--- src/rtl/ioli_pkg.sv ---
`timescale 1ns / 1ps
// ----------------------------------------------------------------------------
// ioli_pkg
// Shared types and constants of the indexed ordered list unit.
// ----------------------------------------------------------------------------
package ioli_pkg;

  localparam int DATA_W       = 32;
  localparam int OP_W         = 3;
  localparam int POS_W        = 5;
  localparam int STAT_W       = 2;
  localparam int FIDX_W       = 4;
  localparam int CNT_W        = 5;
  localparam int DEF_CAPACITY = 16;
  localparam int SCAN_LANES   = 8;
  localparam int LANE_W       = 3;

  typedef enum logic [OP_W-1:0] {
    OP_INSERT_AT   = 3'd0,
    OP_APPEND      = 3'd1,
    OP_REMOVE_AT   = 3'd2,
    OP_REMOVE_LAST = 3'd3,
    OP_SEARCH      = 3'd4,
    OP_READ_AT     = 3'd5
  } opcode_e;

  typedef enum logic [STAT_W-1:0] {
    ST_OK        = 2'd0,
    ST_RANGE     = 2'd1,
    ST_NOT_FOUND = 2'd2,
    ST_FULL      = 2'd3
  } status_e;

  typedef enum logic [2:0] {
    CMD_NOP  = 3'd0,
    CMD_INS  = 3'd1,
    CMD_REM  = 3'd2,
    CMD_MEQ  = 3'd3,
    CMD_MPOS = 3'd4
  } cmd_e;

  typedef enum logic [1:0] {
    FSM_IDLE = 2'b01,
    FSM_SCAN = 2'b10
  } state_e;

  typedef struct packed {
    cmd_e              cmd;
    logic [DATA_W-1:0] key;
  } ctrl_t;

  typedef struct packed {
    logic hit;
    logic last;
  } scan_st_t;

endpackage

--- src/rtl/ioli_cell.sv ---
`timescale 1ns / 1ps
// ----------------------------------------------------------------------------
// ioli_cell
// One list slot: shifts with its neighbors on insert/remove, marks a flag
// for key match or position select.
// ----------------------------------------------------------------------------
module ioli_cell #(
  parameter int CW = 5
) (
  input  logic                          clk_i,
  input  ioli_pkg::ctrl_t               ctrl_i,
  input  logic [CW-1:0]                 at_i,
  input  logic [CW-1:0]                 idx_i,
  input  logic [ioli_pkg::DATA_W-1:0]   left_i,
  input  logic [ioli_pkg::DATA_W-1:0]   right_i,
  output logic [ioli_pkg::DATA_W-1:0]   value_o,
  output logic                          flag_o
);

  logic [ioli_pkg::DATA_W-1:0] value_q, value_d;
  logic                        flag_q, flag_d;

  always_comb begin
    value_d = value_q;
    flag_d  = flag_q;
    case (ctrl_i.cmd)
      ioli_pkg::CMD_INS: begin
        if (idx_i > at_i) begin
          value_d = left_i;
        end else if (idx_i == at_i) begin
          value_d = ctrl_i.key;
        end
      end
      ioli_pkg::CMD_REM: begin
        if (idx_i >= at_i) begin
          value_d = right_i;
        end
      end
      ioli_pkg::CMD_MEQ: begin
        flag_d = (idx_i < at_i) && (value_q == ctrl_i.key);
      end
      ioli_pkg::CMD_MPOS: begin
        flag_d = (idx_i == at_i);
      end
      default: begin
      end
    endcase
  end

  always_ff @(posedge clk_i) begin
    value_q <= value_d;
    flag_q  <= flag_d;
  end

  assign value_o = value_q;
  assign flag_o  = flag_q;

endmodule

--- src/rtl/ioli_scan.sv ---
`timescale 1ns / 1ps
// ----------------------------------------------------------------------------
// ioli_scan
// Walks the cell flags eight cells per cycle and returns the first flagged
// cell's index and value.
// ----------------------------------------------------------------------------
module ioli_scan #(
  parameter int NCH = 2
) (
  input  logic                                      clk_i,
  input  logic                                      rst_ni,
  input  logic                                      start_i,
  input  logic                                      step_i,
  input  logic [NCH*ioli_pkg::SCAN_LANES-1:0]       flags_i,
  input  logic [ioli_pkg::DATA_W-1:0]               values_i [NCH*ioli_pkg::SCAN_LANES],
  output ioli_pkg::scan_st_t                        st_o,
  output logic [$clog2(NCH)+ioli_pkg::LANE_W-1:0]   idx_o,
  output logic [ioli_pkg::DATA_W-1:0]               value_o
);

  localparam int CHW = $clog2(NCH);

  logic [CHW-1:0]                    ch_q;
  logic [ioli_pkg::SCAN_LANES-1:0]   lane_flags;
  logic [ioli_pkg::LANE_W-1:0]       sel;

  always_ff @(posedge clk_i or negedge rst_ni) begin
    if (!rst_ni) begin
      ch_q <= '0;
    end else if (start_i) begin
      ch_q <= '0;
    end else if (step_i) begin
      ch_q <= ch_q + CHW'(1);
    end
  end

  assign lane_flags = flags_i[{ch_q, ioli_pkg::LANE_W'(0)} +: ioli_pkg::SCAN_LANES];

  always_comb begin
    sel = '0;
    for (int j = ioli_pkg::SCAN_LANES - 1; j >= 0; j--) begin
      if (lane_flags[j]) begin
        sel = ioli_pkg::LANE_W'(j);
      end
    end
  end

  assign idx_o      = {ch_q, sel};
  assign value_o    = values_i[{ch_q, sel}];
  assign st_o.hit   = |lane_flags;
  assign st_o.last  = (ch_q == CHW'(NCH - 1));

endmodule

--- src/rtl/indexed_ordered_list_unit.sv ---
`timescale 1ns / 1ps
// ----------------------------------------------------------------------------
// indexed_ordered_list_unit
// Bounded ordered list of signed 32-bit values held in a row of cells.
//
// Input channel (in_valid_i / in_stall_o) carries opcode, value, position;
// output channel (out_valid_o / out_stall_i) carries status, read value,
// found index and entry count. A transfer happens when valid is high and
// stall is low. Each request gives exactly one result.
// Insert, append, remove, remove-last, undefined opcodes and out-of-range
// requests: result is registered at the input transfer and valid in the next
// cycle, one request per cycle while the receiver does not stall. Search and
// read_at: the cells mark their flags in the transfer cycle, then a scanner
// walks them eight cells per cycle until it finds a flagged cell or reaches
// the last group; the input is stalled until the result is loaded.
// Reset empties the list; entry contents stay unknown until written.
// When the receiver stalls, the result register holds and the input is
// stalled until the result can be replaced.
// ----------------------------------------------------------------------------
module indexed_ordered_list_unit #(
  parameter int CAPACITY = ioli_pkg::DEF_CAPACITY
) (
  input  logic                            clk_i,
  input  logic                            rst_ni,
  input  logic                            in_valid_i,
  output logic                            in_stall_o,
  input  logic [ioli_pkg::OP_W-1:0]       opcode_i,
  input  logic signed [ioli_pkg::DATA_W-1:0] value_i,
  input  logic [ioli_pkg::POS_W-1:0]      position_i,
  output logic                            out_valid_o,
  input  logic                            out_stall_i,
  output logic [ioli_pkg::STAT_W-1:0]     status_o,
  output logic signed [ioli_pkg::DATA_W-1:0] read_value_o,
  output logic [ioli_pkg::FIDX_W-1:0]     found_index_o,
  output logic [ioli_pkg::CNT_W-1:0]      entry_count_o
);

  localparam int CW      = $clog2(CAPACITY + 1);
  localparam int XW      = (CW > ioli_pkg::POS_W) ? CW : ioli_pkg::POS_W;
  localparam int NCH_RAW = (CAPACITY + ioli_pkg::SCAN_LANES - 1) / ioli_pkg::SCAN_LANES;
  localparam int NCH     = (NCH_RAW < 2) ? 2 : NCH_RAW;
  localparam int SW      = $clog2(NCH) + ioli_pkg::LANE_W;
  localparam int NS      = NCH * ioli_pkg::SCAN_LANES;

  ioli_pkg::state_e            state_q, state_d;
  logic [CW-1:0]               count_q, count_d;
  logic                        out_valid_q, out_valid_d;
  logic                        search_q;
  logic [ioli_pkg::STAT_W-1:0] status_q;
  logic [ioli_pkg::DATA_W-1:0] rd_q;
  logic [ioli_pkg::FIDX_W-1:0] fidx_q;
  logic [ioli_pkg::CNT_W-1:0]  ent_q;

  logic                        in_acc, out_free, load_now, load_scan, go_scan;
  logic [XW-1:0]               cnt_x, pos_x, cnt_d_x;
  logic                        full;
  ioli_pkg::ctrl_t             ctrl;
  logic [CW-1:0]               at;
  ioli_pkg::status_e           res_status;

  logic [ioli_pkg::DATA_W-1:0] vals [CAPACITY];
  logic [ioli_pkg::DATA_W-1:0] vals_pad [NS];
  logic [NS-1:0]               flags_pad;
  ioli_pkg::scan_st_t          scan_st;
  logic [SW-1:0]               scan_idx;
  logic [ioli_pkg::DATA_W-1:0] scan_val;

  assign out_free   = !out_valid_q || !out_stall_i;
  assign in_stall_o = !((state_q == ioli_pkg::FSM_IDLE) && out_free);
  assign in_acc     = in_valid_i && !in_stall_o;

  assign cnt_x = XW'(count_q);
  assign pos_x = XW'(position_i);
  assign full  = (cnt_x == XW'(CAPACITY));

  always_comb begin
    ctrl.cmd   = ioli_pkg::CMD_NOP;
    ctrl.key   = value_i;
    at         = count_q;
    count_d    = count_q;
    res_status = ioli_pkg::ST_OK;
    go_scan    = 1'b0;
    if (in_acc) begin
      case (ioli_pkg::opcode_e'(opcode_i))
        ioli_pkg::OP_INSERT_AT: begin
          if (full) begin
            res_status = ioli_pkg::ST_FULL;
          end else if (pos_x > cnt_x) begin
            res_status = ioli_pkg::ST_RANGE;
          end else begin
            ctrl.cmd = ioli_pkg::CMD_INS;
            at       = CW'(pos_x);
            count_d  = count_q + CW'(1);
          end
        end
        ioli_pkg::OP_APPEND: begin
          if (full) begin
            res_status = ioli_pkg::ST_FULL;
          end else begin
            ctrl.cmd = ioli_pkg::CMD_INS;
            count_d  = count_q + CW'(1);
          end
        end
        ioli_pkg::OP_REMOVE_AT: begin
          if (pos_x >= cnt_x) begin
            res_status = ioli_pkg::ST_RANGE;
          end else begin
            ctrl.cmd = ioli_pkg::CMD_REM;
            at       = CW'(pos_x);
            count_d  = count_q - CW'(1);
          end
        end
        ioli_pkg::OP_REMOVE_LAST: begin
          if (count_q == '0) begin
            res_status = ioli_pkg::ST_RANGE;
          end else begin
            ctrl.cmd = ioli_pkg::CMD_REM;
            at       = count_q - CW'(1);
            count_d  = count_q - CW'(1);
          end
        end
        ioli_pkg::OP_SEARCH: begin
          ctrl.cmd = ioli_pkg::CMD_MEQ;
          go_scan  = 1'b1;
        end
        ioli_pkg::OP_READ_AT: begin
          if (pos_x >= cnt_x) begin
            res_status = ioli_pkg::ST_RANGE;
          end else begin
            ctrl.cmd = ioli_pkg::CMD_MPOS;
            at       = CW'(pos_x);
            go_scan  = 1'b1;
          end
        end
        default: begin
        end
      endcase
    end
  end

  assign cnt_d_x   = XW'(count_d);
  assign load_now  = in_acc && !go_scan;
  assign load_scan = (state_q == ioli_pkg::FSM_SCAN) && (scan_st.hit || scan_st.last) && out_free;

  always_comb begin
    state_d = state_q;
    case (state_q)
      ioli_pkg::FSM_IDLE: begin
        if (in_acc && go_scan) begin
          state_d = ioli_pkg::FSM_SCAN;
        end
      end
      ioli_pkg::FSM_SCAN: begin
        if (load_scan) begin
          state_d = ioli_pkg::FSM_IDLE;
        end
      end
      default: begin
        state_d = ioli_pkg::FSM_IDLE;
      end
    endcase
  end

  assign out_valid_d = (out_valid_q && out_stall_i) || load_now || load_scan;

  always_ff @(posedge clk_i or negedge rst_ni) begin
    if (!rst_ni) begin
      state_q     <= ioli_pkg::FSM_IDLE;
      count_q     <= '0;
      out_valid_q <= 1'b0;
    end else begin
      state_q     <= state_d;
      count_q     <= count_d;
      out_valid_q <= out_valid_d;
    end
  end

  always_ff @(posedge clk_i) begin
    if (in_acc) begin
      search_q <= (ioli_pkg::opcode_e'(opcode_i) == ioli_pkg::OP_SEARCH);
    end
    if (load_now) begin
      status_q <= res_status;
      rd_q     <= '0;
      fidx_q   <= '0;
      ent_q    <= cnt_d_x[ioli_pkg::CNT_W-1:0];
    end else if (load_scan) begin
      ent_q <= cnt_x[ioli_pkg::CNT_W-1:0];
      if (search_q) begin
        status_q <= scan_st.hit ? ioli_pkg::ST_OK : ioli_pkg::ST_NOT_FOUND;
        rd_q     <= '0;
        fidx_q   <= scan_st.hit ? scan_idx[ioli_pkg::FIDX_W-1:0] : '0;
      end else begin
        status_q <= ioli_pkg::ST_OK;
        rd_q     <= scan_val;
        fidx_q   <= '0;
      end
    end
  end

  for (genvar k = 0; k < CAPACITY; k++) begin : g_cell
    logic [ioli_pkg::DATA_W-1:0] left, right;
    logic                        flag;
    if (k == 0) begin : g_first
      assign left = value_i;
    end else begin : g_mid_l
      assign left = vals[k-1];
    end
    if (k == CAPACITY - 1) begin : g_last
      assign right = vals[k];
    end else begin : g_mid_r
      assign right = vals[k+1];
    end
    ioli_cell #(
      .CW (CW)
    ) u_cell (
      .clk_i   (clk_i),
      .ctrl_i  (ctrl),
      .at_i    (at),
      .idx_i   (CW'(k)),
      .left_i  (left),
      .right_i (right),
      .value_o (vals[k]),
      .flag_o  (flag)
    );
    assign vals_pad[k]  = vals[k];
    assign flags_pad[k] = flag;
  end

  for (genvar k = CAPACITY; k < NS; k++) begin : g_pad
    assign vals_pad[k]  = '0;
    assign flags_pad[k] = 1'b0;
  end

  ioli_scan #(
    .NCH (NCH)
  ) u_scan (
    .clk_i    (clk_i),
    .rst_ni   (rst_ni),
    .start_i  (in_acc && go_scan),
    .step_i   ((state_q == ioli_pkg::FSM_SCAN) && !(scan_st.hit || scan_st.last)),
    .flags_i  (flags_pad),
    .values_i (vals_pad),
    .st_o     (scan_st),
    .idx_o    (scan_idx),
    .value_o  (scan_val)
  );

  assign out_valid_o   = out_valid_q;
  assign status_o      = status_q;
  assign read_value_o  = rd_q;
  assign found_index_o = fidx_q;
  assign entry_count_o = ent_q;

  a_count_bound: assert property (@(posedge clk_i) disable iff (!rst_ni)
    cnt_x <= XW'(CAPACITY))
    else $error("entry count above capacity");

  a_count_step: assert property (@(posedge clk_i) disable iff (!rst_ni)
    1'b1 |=> (count_q == $past(count_q) || count_q == $past(count_q) + CW'(1) ||
              count_q == $past(count_q) - CW'(1)))
    else $error("entry count moved by more than one");

  a_full_hold: assert property (@(posedge clk_i) disable iff (!rst_ni)
    (in_acc && full && (opcode_i == ioli_pkg::OP_INSERT_AT || opcode_i == ioli_pkg::OP_APPEND))
    |=> $stable(count_q))
    else $error("insert into full list changed the count");

  a_search_scan: assert property (@(posedge clk_i) disable iff (!rst_ni)
    (in_acc && opcode_i == ioli_pkg::OP_SEARCH) |=> (state_q == ioli_pkg::FSM_SCAN))
    else $error("search transfer did not start a scan");

endmodule
--- config.mk ---
export PLATFORM = sky130hd
export DESIGN_NAME = indexed_ordered_list_unit
export DESIGN_NICKNAME = d
export VERILOG_FILES = /design/src/rtl/ioli_pkg.sv /design/src/rtl/ioli_cell.sv /design/src/rtl/ioli_scan.sv /design/src/rtl/indexed_ordered_list_unit.sv
export SDC_FILE = /design/constraint.sdc
export NUM_CORES = 2
export LEC_CHECK = 0
export BUFFER_PORTS_ARGS = -buffer_cell sky130_fd_sc_hd__clkbuf_2
export CAP_MARGIN = 20
export CELL_PAD_IN_SITES_DETAIL_PLACEMENT = 0
export CELL_PAD_IN_SITES_GLOBAL_PLACEMENT = 2
export CORE_MARGIN = 2
export CORE_UTILIZATION = 42
export DETAILED_ROUTE_END_ITERATION = 16
export PLACE_DENSITY_LB_ADDON = 0.1
export SLEW_MARGIN = 10
export SYNTH_ARGS = -nofsm -noshare
export SYNTH_HDL_FRONTEND = slang
export SYNTH_HIERARCHICAL = 1
export SYNTH_SLANG_ARGS = --single-unit
--- constraint.sdc ---
create_clock -name clk_i -period 9.5 [get_ports clk_i]
set_input_delay 0.475 -clock clk_i [delete_from_list [all_inputs] [get_ports clk_i]]
set_output_delay 0.475 -clock clk_i [all_outputs]
set_load 0.02 [all_outputs]
==> metrics list <==
- The clock passes through at most 3 buffers.
- In the final layout, the share of cells above drive strength 1 is 0.0883.
- Seq/Total Area, Yosys: 0.384
- Vias after detailed routing: 36.4k
- TritonCTS Buffers: 77
- The first global-routing pass estimated roughly 240 mm of wire.
* Outcome: complete, but fails checks
- In the finished design, the share of the clock period the worst path needs comes to 0.605.
- The worst register-to-register path ends at g_cell[10].u_cell/value_o[30].
- During placement, the flow inserted port buffers numbering 88.
- Routed wirelength normalized by instance count: 26.6 µm
- In this run the clock root is driven by a clkbuf_16.
- Placer's final routability congestion estimate: 0.899
- The critical path starts at cnt_x[2].
* Number of instances in the synthesized netlist: 4672
- In the final timing run, aggregate negative setup slack is 0 ns.
* Clock tree from TritonCTS: yes
- Die Y: around 330 µm
- Setup repair after global routing left no endpoint under its margin.
- DR DRC count: 0
- After synthesis, the mean cell area works out to approximately 9.5 µm².
- The number of different library cells used by synthesis comes to 92.
- Slack of the worst reg-to-reg path: 3.75 ns
- Setup Crit Path Kind: flop to flop
- In this run the cell area of the synthesized design comes to 44400 µm².
- Hold Buf Count CTS: 1
- Initial antenna violation count: 8
- The die is 329 µm wide.
* Post-CTS Resized: 0
- On the final layout, the worst clock skew is 0.0265 ns.
- Synthesis-stage register bit count: 581
- First DRT Iteration DRCs: 3944
- Antenna-violating nets left: 0
* Layout fillers: 10.3k
- Count of non-filler cells in the finished layout: 6163
- The floorplan step defined a die boundary enclosing 108000 µm².
- Global route total overflow: 0
* Worst-path fanout max: 33
- End point of the critical path: g_cell[10].u_cell/value_o[30]
- Number of H-tree levels: 3
* Worst-path clk slew: 0.06 ns
- Gr usage total: 0.297
- The startpoint identified for the worst register-to-register timing path is cnt_x[2].
- STA classifies the critical path startpoint as a flop.
* R2R cell count: 16
* Setup violation total in the final timing report: 0
- Counting every sink on the clock net gives 581.
- The Yosys step of the flow raised 6 warnings.
- Endpoint arrival time on the critical path: 6.06 ns
- Final count of pins violating max slew: 72
- Vias in the first global route: approximately 34k
- Number of enable flip-flop cells after synthesis: 536
- After detailed routing, the number of vias per cell comes to 5.91.
* Number of hold-slack violations in the final timing report: 0
* Most common flop cell mapped by yosys: edfxtp_1
- Across the run, the number of max-cap violations was 0.
* Leakage power summed over all cells: approximately 0.019 µW
- Failing checks: max-slew violations
* Hold path startpoint: out_stall_i
- Before antenna repair, the detailed router went through 6 iterations.
- Highest achievable clock rate: 0.174 GHz
- The biggest area contributor in the post-synthesis netlist is edfxtp_1.
* Core area: 105000 µm²
* Max IR drop VDD: 0.200 mV
* Net total in the final layout: roughly 4.8k
- Worst-Margin Slew: 1.69 ns
- Cell row count: 119
- Instance count after placement with tap cells included: 6023
- Type of the most critical hold path: primary input to flop
* Proportion of synthesized flip-flops having asynchronous set or reset: 0.0155
- Pin placement for this block handled between 80 and 90 I/O pins.
* Power per unit of standard cell area: 232 nW/µm²
- Entering global routing, the biggest net connects 118 pins.
- The initial utilization of the core area, before any placement, comes to 0.422.
* Max-Slew Margin vs Limit: -0.127
- After clock tree synthesis, the setup repair step added 0 buffers.
- After detailed routing, the total wire length is 164 mm.
- Detailed placement finished with a half-perimeter wire length of 117 mm.
* Layout area overhead: 8.82%
* Share of Yosys cell area claimed by the top area cell type: 0.363
- Clock latency of the later-clocked register in the worst-skew pair: 0.66 ns
- Sort of element at the end of the critical path: flop
- Endpoint required time on the critical path: between 9 and 10 ns
- Yosys attributes the largest share of cell area to edfxtp_1 36%, mux2i_1 14%, xor2_1 6.4%.
* Clock period minus final worst setup slack: 5.75 ns
-- cell usage after synthesis (all sizes together) (6+ instances only) --
master and n:
mux2i 629, a211oi 19, or3b 18, o22ai 28, dfxtp 36, buf 216
mux4 7, inv 107, a31oi 71, nor3b 34, nand2 301, clkbuf 100
o22a 28, xnor2 208, o21ai 138, o211ai 69, nand2b 11, a22oi 58
and4 14, a21o 18, edfxtp 536, nand3 99, a21oi 547, o2111ai 28
or2 16, and3 6, nor2 626, nor2b 9, ha 87, nor3 45
o21a 19, nor4 58, a41oi 29, dfrtp 8, nand4 77, xor2 324
-- worst max-delay path: stages, from the launching register on --
cell and delay (ns):
dfrtp_1 0.55, inv_1 0.19, ha_1 0.35, and3_1 0.18, and3_2 0.26, nor3_4 0.40, a22oi_1 0.15, nor2_1 0.22
a21o_1 0.62, inv_1 0.11, ha_1 0.31, o21ai_1 0.07, a21oi_2 0.18, o21a_2 0.66, nor2_1 0.18, a211oi_4 0.49
buf_4 0.44
-- worst min path at each step --
stage / endpoint / slack (ns) / cells past startpoint
floorplan: cnt_x[0] / 0.18 / 0
global placement: cnt_x[4] / 0.38 / 1
detailed placement: cnt_x[2] / 0.38 / 1
CTS: out_valid_o / 0.11 / 3
global route: out_valid_o / 0.18 / 3
finish: out_valid_o / 0.15 / 3
-- final cells by class --
cell class	count	area [µm²]	share of cell area
Clock buffer	108	2130	0.0440
Sequential cell	581	17000	0.353
Clock inverter	28	226	0.00469
Inverter	107	402	0.00831
Multi-Input combinational cell	3746	25500	0.527
Timing Repair Buffer	200	1310	0.0272
Tap cell	1391	1740	0.0360
Antenna cell	2	5.00	0.000104
-- metrics by stage --
| stage | utilization | setup WS [ns] | power [µW] | hold slack [ns] | instance area (µm²) |
|---|---|---|---|---|---|
| final | 0.460 | 3.75 | 11200 | 0.154 | 48300 |
| after global routing | 0.460 | 3.43 | 11800 | 0.178 | 48300 |
| after CTS | 0.459 | 3.75 | 11200 | 0.107 | 48300 |
| after detailed placement | 0.437 | 3.77 | 8340 | 0.382 | 45900 |
| after global placement | 0.437 | 3.75 | 8300 | 0.381 | 45900 |
| after floorplan | - | 1.89 | 7280 | 0.179 | 44700 |
-- sequential cells by signal (all words and copies together), names as in the netlist, 2 cells and up --
register and count:
state_q 2, g_cell.u_cell/value_o 512, found_index_o 4, cnt_x 5, read_value_o 32, g_cell.u_cell/flag_o 16, status_o 2, entry_count_o 5
-- cell families after synthesis --
group / share of synthesized area
mux: 0.146
compound gates: 0.148
simple gates: 0.136
xor+xnor: 0.105
other cells: 0.000169
buf+inv: 0.0564
fa+ha+maj: 0.0245
flops: 0.384
-- per-layer routing --
layer	share of wire	vias to the layer above	track usage
met4	0.026	2	0.0805
li1	-	17100	-
met1	0.47	17900	0.434
met3	0.064	160	0.0406
met5	0.000079	-	0
met2	0.44	1313	0.458
-- cell usage in the layout (no fill, tap or decap), drive strengths merged, types with 29 or more instances in the layout --
master	Yosys	layout
buf	216	111
a41oi	29	29
mux2i	629	629
nor3	45	45
nand3	99	99
o211ai	69	69
inv	107	109
nor2	626	626
dfxtp	36	36
a22oi	58	58
edfxtp	536	536
nor4	58	58
xor2	324	324
ha	87	87
conb	2	80
o21ai	138	138
nand2	301	301
nand4	77	77
a21oi	547	547
a31oi	71	71
nor3b	34	34
clkbuf	100	196
xnor2	208	208
-- power breakdown --
part | switching [µW] | internal, µW | total, µW
registers | 534 | 3470 | 4010
clock network | 1210 | 1640 | 2850
logic | 2620 | 1740 | 4360
total | 4370 | 6850 | 11200
No activity file was read; power rests on OpenSTA's default activity.
